**src/rtl/core/bvs_pkg.sv**
```systemverilog
// types and constants for the battery voltage supervisor
// no dependencies; imported by battery_voltage_supervisor
`default_nettype none

package bvs_pkg;

    typedef enum logic [1:0] {
        OP_TICK    = 2'd0,
        OP_SAMPLE  = 2'd1,
        OP_RESTORE = 2'd2
    } op_t;

    typedef enum logic [2:0] {
        MODE_OK        = 3'd0,
        MODE_LOW_PEND  = 3'd1,
        MODE_HIGH_PEND = 3'd2,
        MODE_LOW       = 3'd3,
        MODE_HIGH      = 3'd4,
        MODE_HIGH_WAKE = 3'd5,
        MODE_LOW_REC   = 3'd6,
        MODE_HIGH_REC  = 3'd7
    } mode_t;

    typedef enum logic [2:0] {
        REG_LOW_THRESHOLD  = 3'd0,
        REG_HIGH_THRESHOLD = 3'd1,
        REG_ENTRY_TOL      = 3'd2,
        REG_RECOVERY_OFS   = 3'd3,
        REG_LOW_DEBOUNCE   = 3'd4,
        REG_HIGH_DEBOUNCE  = 3'd5,
        REG_STOP_PRIORITY  = 3'd6
    } reg_index_t;

    typedef struct packed {
        logic [1:0]  operation;
        logic [11:0] raw_sample;
        logic        saved_low_flag;
        logic        saved_high_flag;
    } in_item_t;

    typedef struct packed {
        logic [7:0] filtered_voltage;
        logic       low_fault;
        logic       high_fault;
        logic       motor_stop;
        logic [2:0] supervisor_state;
    } out_item_t;

    localparam int          RAW_W       = 12;
    localparam logic [11:0] RAW_SAT     = 12'd911;
    // floor(raw*272/1000) == (raw*17826)>>16 for raw below 911
    localparam logic [14:0] SCALE_RECIP = 15'd17826;
    localparam logic [7:0]  SCALE_ADD   = 8'd7;
    localparam logic [7:0]  SAT_VALUE   = 8'd255;

    localparam logic [7:0]  BIG_STEP    = 8'd10;
    localparam logic [7:0]  MID_STEP    = 8'd5;
    localparam logic [7:0]  SMALL_STEP  = 8'd2;
    localparam logic [15:0] MID_INC     = 16'd8;
    localparam logic [15:0] SMALL_INC   = 16'd1;
    localparam logic [15:0] RESTORE_TICKS = 16'd3;

    localparam logic [15:0] ACC_RESET   = 16'd2240;

    localparam logic [7:0]  LOW_THRESHOLD_RST  = 8'd86;
    localparam logic [7:0]  HIGH_THRESHOLD_RST = 8'd164;
    localparam logic [7:0]  ENTRY_TOL_RST      = 8'd1;
    localparam logic [7:0]  RECOVERY_OFS_RST   = 8'd1;
    localparam logic [15:0] LOW_DEBOUNCE_RST   = 16'd500;
    localparam logic [15:0] HIGH_DEBOUNCE_RST  = 16'd250;
    localparam logic [15:0] STOP_PRIORITY_RST  = 16'd0;

endpackage

`default_nettype wire

```
**src/rtl/core/battery_voltage_supervisor.sv**
```systemverilog
// battery voltage supervisor: sample scaling, step filter, fault state machine
// depends on bvs_pkg
// accepted transactions pass the scaling register, then the result register;
// throughput: one transaction per cycle unless m_ready stalls; the filter and
// state update of one transaction fit the single stage between the scaling and
// result registers, so back-to-back transactions see each other's state
// reset (aresetn low, synchronous): registers at defaults, filter at 140,
// supervisor ok, flags and timer cleared, pipeline empty
`default_nettype none

module battery_voltage_supervisor
    import bvs_pkg::*;
#(
    parameter int ADC_BITS = 12
) (
    input  wire logic        aclk,
    input  wire logic        aresetn,

    input  wire logic        s_valid,
    output logic             s_ready,
    input  wire in_item_t    s_data,

    output logic             m_valid,
    input  wire logic        m_ready,
    output out_item_t        m_data,

    input  wire logic        psel,
    input  wire logic        penable,
    input  wire logic        pwrite,
    input  wire logic [4:0]  paddr,
    input  wire logic [31:0] pwdata,
    output logic [31:0]      prdata,
    output logic             pready
);

    localparam int          USED_W   = (ADC_BITS < RAW_W) ? ADC_BITS : RAW_W;
    localparam logic [11:0] RAW_MASK = 12'((32'd1 << USED_W) - 32'd1);

    // configuration registers
    logic [7:0]  low_thr_reg;
    logic [7:0]  high_thr_reg;
    logic [7:0]  entry_tol_reg;
    logic [7:0]  recovery_ofs_reg;
    logic [15:0] low_deb_reg;
    logic [15:0] high_deb_reg;
    logic [15:0] stop_pri_reg;

    logic        cfg_write;
    reg_index_t  cfg_idx;

    assign pready    = 1'b1;
    assign cfg_write = psel & penable & pwrite;
    assign cfg_idx   = reg_index_t'(paddr[4:2]);

    always_ff @(posedge aclk) begin
        if (!aresetn) begin
            low_thr_reg      <= LOW_THRESHOLD_RST;
            high_thr_reg     <= HIGH_THRESHOLD_RST;
            entry_tol_reg    <= ENTRY_TOL_RST;
            recovery_ofs_reg <= RECOVERY_OFS_RST;
            low_deb_reg      <= LOW_DEBOUNCE_RST;
            high_deb_reg     <= HIGH_DEBOUNCE_RST;
            stop_pri_reg     <= STOP_PRIORITY_RST;
        end else if (cfg_write) begin
            case (cfg_idx)
                REG_LOW_THRESHOLD:  low_thr_reg      <= pwdata[7:0];
                REG_HIGH_THRESHOLD: high_thr_reg     <= pwdata[7:0];
                REG_ENTRY_TOL:      entry_tol_reg    <= pwdata[7:0];
                REG_RECOVERY_OFS:   recovery_ofs_reg <= pwdata[7:0];
                REG_LOW_DEBOUNCE:   low_deb_reg      <= pwdata[15:0];
                REG_HIGH_DEBOUNCE:  high_deb_reg     <= pwdata[15:0];
                REG_STOP_PRIORITY:  stop_pri_reg     <= pwdata[15:0];
                default: begin
                end
            endcase
        end
    end

    always_comb begin
        case (cfg_idx)
            REG_LOW_THRESHOLD:  prdata = {24'd0, low_thr_reg};
            REG_HIGH_THRESHOLD: prdata = {24'd0, high_thr_reg};
            REG_ENTRY_TOL:      prdata = {24'd0, entry_tol_reg};
            REG_RECOVERY_OFS:   prdata = {24'd0, recovery_ofs_reg};
            REG_LOW_DEBOUNCE:   prdata = {16'd0, low_deb_reg};
            REG_HIGH_DEBOUNCE:  prdata = {16'd0, high_deb_reg};
            REG_STOP_PRIORITY:  prdata = {16'd0, stop_pri_reg};
            default:            prdata = 32'd0;
        endcase
    end

    // pipeline control
    logic st1_valid_reg;
    logic m_valid_reg;
    logic adv2;

    assign adv2    = st1_valid_reg & (~m_valid_reg | m_ready);
    assign s_ready = ~st1_valid_reg | adv2;
    assign m_valid = m_valid_reg;

    always_ff @(posedge aclk) begin
        if (!aresetn) begin
            st1_valid_reg <= 1'b0;
            m_valid_reg   <= 1'b0;
        end else begin
            if (s_ready) begin
                st1_valid_reg <= s_valid;
            end
            if (adv2) begin
                m_valid_reg <= 1'b1;
            end else if (m_ready) begin
                m_valid_reg <= 1'b0;
            end
        end
    end

    // stage 1: scale raw sample to volts
    logic [11:0] raw_used;
    logic [24:0] scale_prod;
    logic [7:0]  scaled;

    assign raw_used   = s_data.raw_sample & RAW_MASK;
    assign scale_prod = 25'(raw_used[9:0]) * 25'(SCALE_RECIP);
    assign scaled     = (raw_used >= RAW_SAT) ? SAT_VALUE : (scale_prod[23:16] + SCALE_ADD);

    logic [1:0] st1_op_reg;
    logic [7:0] st1_sample_reg;
    logic       st1_low_reg;
    logic       st1_high_reg;

    always_ff @(posedge aclk) begin
        if (s_ready && s_valid) begin
            st1_op_reg     <= s_data.operation;
            st1_sample_reg <= scaled;
            st1_low_reg    <= s_data.saved_low_flag;
            st1_high_reg   <= s_data.saved_high_flag;
        end
    end

    // stage 2: filter and supervisor state
    logic [15:0] acc_reg, acc_next;
    logic [15:0] timer_reg, timer_next;
    mode_t       mode_reg, mode_next;
    logic        low_flag_reg, low_flag_next;
    logic        high_flag_reg, high_flag_next;
    logic        stop_reg, stop_next;

    always_ff @(posedge aclk) begin
        if (!aresetn) begin
            acc_reg       <= ACC_RESET;
            timer_reg     <= 16'd0;
            mode_reg      <= MODE_OK;
            low_flag_reg  <= 1'b0;
            high_flag_reg <= 1'b0;
            stop_reg      <= 1'b0;
        end else if (adv2) begin
            acc_reg       <= acc_next;
            timer_reg     <= timer_next;
            mode_reg      <= mode_next;
            low_flag_reg  <= low_flag_next;
            high_flag_reg <= high_flag_next;
            stop_reg      <= stop_next;
        end
    end

    logic [7:0]  smp;
    logic [7:0]  fv_cur;
    logic [7:0]  fv0;
    logic [15:0] acc0;
    logic [7:0]  diff;
    logic [15:0] step;
    logic [15:0] acc_filt;
    logic [7:0]  fv_new;
    logic        below;
    logic        above;
    logic        low_clear;
    logic        high_clear;

    assign smp    = st1_sample_reg;
    assign fv_cur = acc_reg[11:4];
    assign fv0    = (fv_cur == 8'd0) ? smp : fv_cur;
    assign acc0   = (fv_cur == 8'd0) ? {4'd0, smp, 4'd0} : acc_reg;
    assign diff   = (fv0 < smp) ? (smp - fv0) : (fv0 - smp);

    always_comb begin
        if (diff >= BIG_STEP) begin
            step = {8'd0, smp};
        end else if (diff >= MID_STEP) begin
            step = MID_INC;
        end else if (diff >= SMALL_STEP) begin
            step = SMALL_INC;
        end else begin
            step = 16'd0;
        end
    end

    assign acc_filt = (fv0 < smp) ? (acc0 + step) : (acc0 - step);
    assign fv_new   = acc_filt[11:4];

    // threshold limits without wrap, in 9 bits
    assign below      = ({1'b0, fv_new} + {1'b0, entry_tol_reg}) < {1'b0, low_thr_reg};
    assign above      = {1'b0, fv_new} > ({1'b0, high_thr_reg} + {1'b0, entry_tol_reg});
    assign low_clear  = {1'b0, fv_new} > ({1'b0, low_thr_reg} + {1'b0, recovery_ofs_reg});
    assign high_clear = ({1'b0, fv_new} + {1'b0, recovery_ofs_reg}) < {1'b0, high_thr_reg};

    always_comb begin
        acc_next       = acc_reg;
        timer_next     = timer_reg;
        mode_next      = mode_reg;
        low_flag_next  = low_flag_reg;
        high_flag_next = high_flag_reg;
        stop_next      = stop_reg;
        case (st1_op_reg)
            OP_TICK: begin
                if (timer_reg != 16'd0) begin
                    timer_next = timer_reg - 16'd1;
                end
            end
            OP_SAMPLE: begin
                acc_next = acc_filt;
                case (mode_reg)
                    MODE_OK: begin
                        if (below) begin
                            timer_next = low_deb_reg;
                            mode_next  = MODE_LOW_PEND;
                        end else if (above) begin
                            timer_next = high_deb_reg;
                            mode_next  = MODE_HIGH_PEND;
                        end
                    end
                    MODE_LOW_PEND: begin
                        if (!below) begin
                            mode_next = MODE_OK;
                        end else if (timer_reg == 16'd0) begin
                            low_flag_next = 1'b1;
                            mode_next     = MODE_LOW;
                        end
                    end
                    MODE_HIGH_PEND: begin
                        if (!above) begin
                            mode_next = MODE_OK;
                        end else if (timer_reg == 16'd0) begin
                            high_flag_next = 1'b1;
                            mode_next      = MODE_HIGH;
                        end
                    end
                    MODE_LOW, MODE_LOW_REC: begin
                        stop_next = 1'b1;
                        if (!low_clear) begin
                            mode_next = MODE_LOW;
                        end else if (mode_reg == MODE_LOW) begin
                            timer_next = low_deb_reg;
                            mode_next  = MODE_LOW_REC;
                        end else if (timer_reg == 16'd0) begin
                            stop_next     = 1'b0;
                            low_flag_next = 1'b0;
                            mode_next     = MODE_OK;
                        end
                    end
                    MODE_HIGH, MODE_HIGH_REC: begin
                        stop_next = 1'b1;
                        if (!high_clear) begin
                            mode_next = MODE_HIGH;
                        end else if (mode_reg == MODE_HIGH) begin
                            timer_next = high_deb_reg;
                            mode_next  = MODE_HIGH_REC;
                        end else if (timer_reg == 16'd0) begin
                            stop_next      = 1'b0;
                            high_flag_next = 1'b0;
                            mode_next      = MODE_OK;
                        end
                    end
                    MODE_HIGH_WAKE: begin
                        if (timer_reg == 16'd0) begin
                            if (above) begin
                                stop_next = 1'b1;
                                mode_next = MODE_HIGH;
                            end else begin
                                high_flag_next = 1'b0;
                                stop_next      = 1'b0;
                                mode_next      = MODE_OK;
                            end
                        end
                    end
                    default: begin
                    end
                endcase
            end
            OP_RESTORE: begin
                low_flag_next  = st1_low_reg;
                high_flag_next = st1_high_reg;
                if (st1_high_reg) begin
                    mode_next  = MODE_HIGH_WAKE;
                    timer_next = RESTORE_TICKS;
                end else if (st1_low_reg) begin
                    mode_next  = MODE_LOW;
                    timer_next = RESTORE_TICKS;
                end
            end
            default: begin
            end
        endcase
    end

    // result register
    out_item_t m_data_reg;

    always_ff @(posedge aclk) begin
        if (adv2) begin
            m_data_reg.filtered_voltage <= acc_next[11:4];
            m_data_reg.low_fault        <= low_flag_next;
            m_data_reg.high_fault       <= high_flag_next;
            m_data_reg.motor_stop       <= stop_next;
            m_data_reg.supervisor_state <= mode_next;
        end
    end

    assign m_data = m_data_reg;

    // checks
    a_no_overrun: assert property (@(posedge aclk) disable iff (!aresetn)
        (st1_valid_reg && m_valid_reg && !m_ready) |-> !s_ready)
        else $error("input taken while pipeline is full");

    a_result_follows: assert property (@(posedge aclk) disable iff (!aresetn)
        adv2 |=> m_valid)
        else $error("advanced transaction produced no result");

    a_state_holds: assert property (@(posedge aclk) disable iff (!aresetn)
        !adv2 |=> ($stable(mode_reg) && $stable(acc_reg) && $stable(timer_reg)))
        else $error("supervisor state changed without a transaction");

    a_tick_count: assert property (@(posedge aclk) disable iff (!aresetn)
        (adv2 && st1_op_reg == OP_TICK && timer_reg != 16'd0)
        |=> (timer_reg == $past(timer_reg) - 16'd1))
        else $error("debounce timer did not count down on tick");

endmodule

`default_nettype wire
```
**config.mk**
```make
export PLATFORM = sky130hd
export DESIGN_NAME = battery_voltage_supervisor
export DESIGN_NICKNAME = d
export VERILOG_FILES = /design/src/rtl/core/bvs_pkg.sv /design/src/rtl/core/battery_voltage_supervisor.sv
export SDC_FILE = /design/constraint.sdc
export NUM_CORES = 1
export LEC_CHECK = 0
export BUFFER_PORTS_ARGS = -buffer_cell sky130_fd_sc_hd__buf_2
export CORE_MARGIN = 2
export CORE_UTILIZATION = 54
export CTS_CLUSTER_DIAMETER = 80
export CTS_CLUSTER_SIZE = 12
export DETAILED_ROUTE_END_ITERATION = 8
export PLACE_DENSITY = 0.78
export SYNTH_ARGS = -nofsm -noshare
export SYNTH_HDL_FRONTEND = slang
export SYNTH_SLANG_ARGS = --single-unit
export TNS_END_PERCENT = 5
```
**constraint.sdc**
```tcl
create_clock -name aclk -period 13 [get_ports aclk]
set_input_delay 0.65 -clock aclk [delete_from_list [all_inputs] [get_ports aclk]]
set_output_delay 0.65 -clock aclk [all_outputs]
set_load 0.02 [all_outputs]
```
==> reports/qor.csv <==
metric,value,unit
p_comb_share,55.2,%
grt_pass1_vias,11000,
instances_no_fill,1951,
worst_skew_pair.late_latency,0.43,ns
drtIter0Drc,1073,
io_buffers,73,
cts_resized,0,
crit_fanout,31,
grt_pass1_wl,55.7,mm
viasPerCell,6.08,
synth.most_common_cell,nand2_1,
fillerInstances,2084,
tns,0,ns
async_reset_ff_share,0,%
clock.fmax,85.4,MHz
post-place-ws,1.63,ns
setup_viol,0,
gp_congestion,0.927,
utilization,59.6,%
synth_seq_cells,142,
worst-endpoint-required,13.32,ns
layout_setup_ws,1.29,ns
path_clk_slew,0.06,ns
p_int,1.28,mW
post_cts_buffers,0,
finalCritPeriodShare,90.1,%
start_kind,register,
cp_slowest_cell,a21oi_2,
hold_viol_final,0,
antenna_found_initial,0,
drt-total-wl,33.5,mm
fp.dieH,159,µm
ys_types,88,
synth_top_area_cell,dfxtp_1,
die_x,159,µm
dp_hpwl,24.6,mm
vdd_ir_drop_max,0.104,mV
synth_edf_count,26,
tritoncts,done,
switching_share,42.7,%
initial_utilization,55.0,%
drcViolationCount,0,
synth.area.top_cells,"dfxtp_1 18%, ha_1 15%, edfxtp_1 6.0%",
p_switching,0.954,mW
rsz0062_at_grt,no,
dr.pass1.iters,6,
synth_top_area_share,17.9,%
cpMostUsedCell,ha_1,
diodes,0,
io_pins,109,
synth-warning-count,0,
slew_violations,0,
cts_hold_buf,0,
nNetsFinal,1864,
root_buffer,clkbuf_16,
track_usage,26.5,%
dieArea,0.0252,mm²
syn-cell-area,0.0130,mm²
maxSlewHeadroom,15.6,%
synth-main-ff-cell,dfxtp_1,
period_needed,11.71,ns
timing.critical_path.to_type,register,
htree_levels,4,
cp.arrival,12.03,ns
fp-row-count,56,
grt_overflow,0,
syn_inst,1598,
cts.sinks,142,
vias,11900,
cellLeakagePower,6.23,nW
core-area,0.0235,mm²
worstSetupPathType,reg2reg,
total_power,2.23,mW
hp-class,in2reg,
crit_path_max_incr_delay,0.95,ns
clockBufferDepth,2,
cts-buffers-inserted,17,
syn2layout_area_growth,8.25,%
drv_cap,0,
dpl.cell_count,1919,
pwr-share-seq,22.5,%
power.density,159,mW/mm²
outcome,"complete, no violations",
syn_area_per_cell,8.10,µm²
routedWlPerCell,17.2,µm
tightest_slew,1.26,ns
antenna_left,0,
grt_max_degree,65,
finClkSkew,0.00803,ns
synth.top_cells.by_count,"204 x nand2_1, 160 x ha_1, 126 x a21oi_1",
yosysSeqAreaShare,24.0,%
drive_above_1_share,9.68,%
power.share.clock,22.3,%
[cell usage in the layout, fill, tap and decap left out, types with 12 or more instances in the layout]
cell type  count
a211oi_1      12
a21o_1        40
a21oi_1      125
a221oi_1      15
buf_2         73
clkbuf_16     18
conb_1        17
dfxtp_1      116
edfxtp_1      26
fa_1          25
ha_1         160
inv_1        112
mux2i_1       60
nand2_1      204
nand2b_1      17
nand3_1       39
nand4_1       14
nor2_1       115
nor2b_1       29
nor3_1        18
o211ai_1      15
o21a_1        19
o21ai_0       75
o21bai_1      13
o22ai_1       20
o31ai_1       12
xnor2_1       33
xor2_1        19
[power by group through the flow]
stage / sequential [mW] / clock (mW) / combinational (mW)
after detailed placement: 0.511 / 0 / 1.20
after global routing: 0.505 / 0.521 / 1.39
after floorplan: 0.502 / 0 / 0.936
final: 0.503 / 0.498 / 1.23
after CTS: 0.502 / 0.501 / 1.22
after global placement: 0.510 / 0 / 1.16
[worst paths after layout]
check / from / slack, ns / end / depth (start not counted)
max: acc_reg[5]$_SDFFE_PN0P_ / 1.29 / timer_reg[7]$_SDFFE_PN0P_ / 39
min: s_data[0] / 0.40 / st1_high_reg$_DFFE_PP_ / 1
max reg2reg: acc_reg[5]$_SDFFE_PN0P_ / 1.29 / timer_reg[7]$_SDFFE_PN0P_ / 39
min reg2reg: stop_pri_reg[6]$_SDFFE_PN0P_ / 0.46 / stop_pri_reg[6]$_SDFFE_PN0P_ / 2
[metrics by stage]
step                      instance area [µm²]  hold slack [ns]
after CTS                               14000            0.391
final                                   14000            0.402
after floorplan                         13000            0.427
after global routing                    14000            0.383
after detailed placement                13400            0.447
after global placement                  13400            0.441
[per-layer routing]
layer	track usage [%]	wire (µm)	share of wire, %
met3	4.10	2550	7.6
met5	0	0	0
met4	6.45	569	1.7
met1	38.4	15400	46
met2	41.4	15100	45
[worst max-delay path, delay by kind of cell, from the launching register on]
family | cells | cell delay [ns]
buf+inv | 3 | 0.49
xor+xnor | 2 | 0.91
compound gates | 18 | 5.40
flops | 1 | 0.42
simple gates | 10 | 2.66
fa+ha+maj | 6 | 1.72
[cell type report]
cell class                 count  area (µm²)  share of cell area, %
sequential                   142        3100                   22.1
timing repair buffer          82         433                   3.09
tap                          319         399                   2.85
clock buffer                  18         450                   3.21
inverter                     115         432                   3.08
clock inverter                14         150                   1.07
multi-input combinational   1261        9050                   64.6
[kinds of logic after synthesis]
kind of cell | after synthesis | share of synthesized area, %
AO/OA/AOI/OAI | 435 | 22.4
XOR/XNOR | 52 | 3.52
adder cells (fa/ha/maj) | 186 | 19.4
buffers and inverters | 210 | 6.66
flip-flops | 142 | 24.0
multiplexers | 75 | 6.29
other | 2 | 0.0580
AND/OR/NAND/NOR | 496 | 17.7
(Power assumes the default switching activity.)
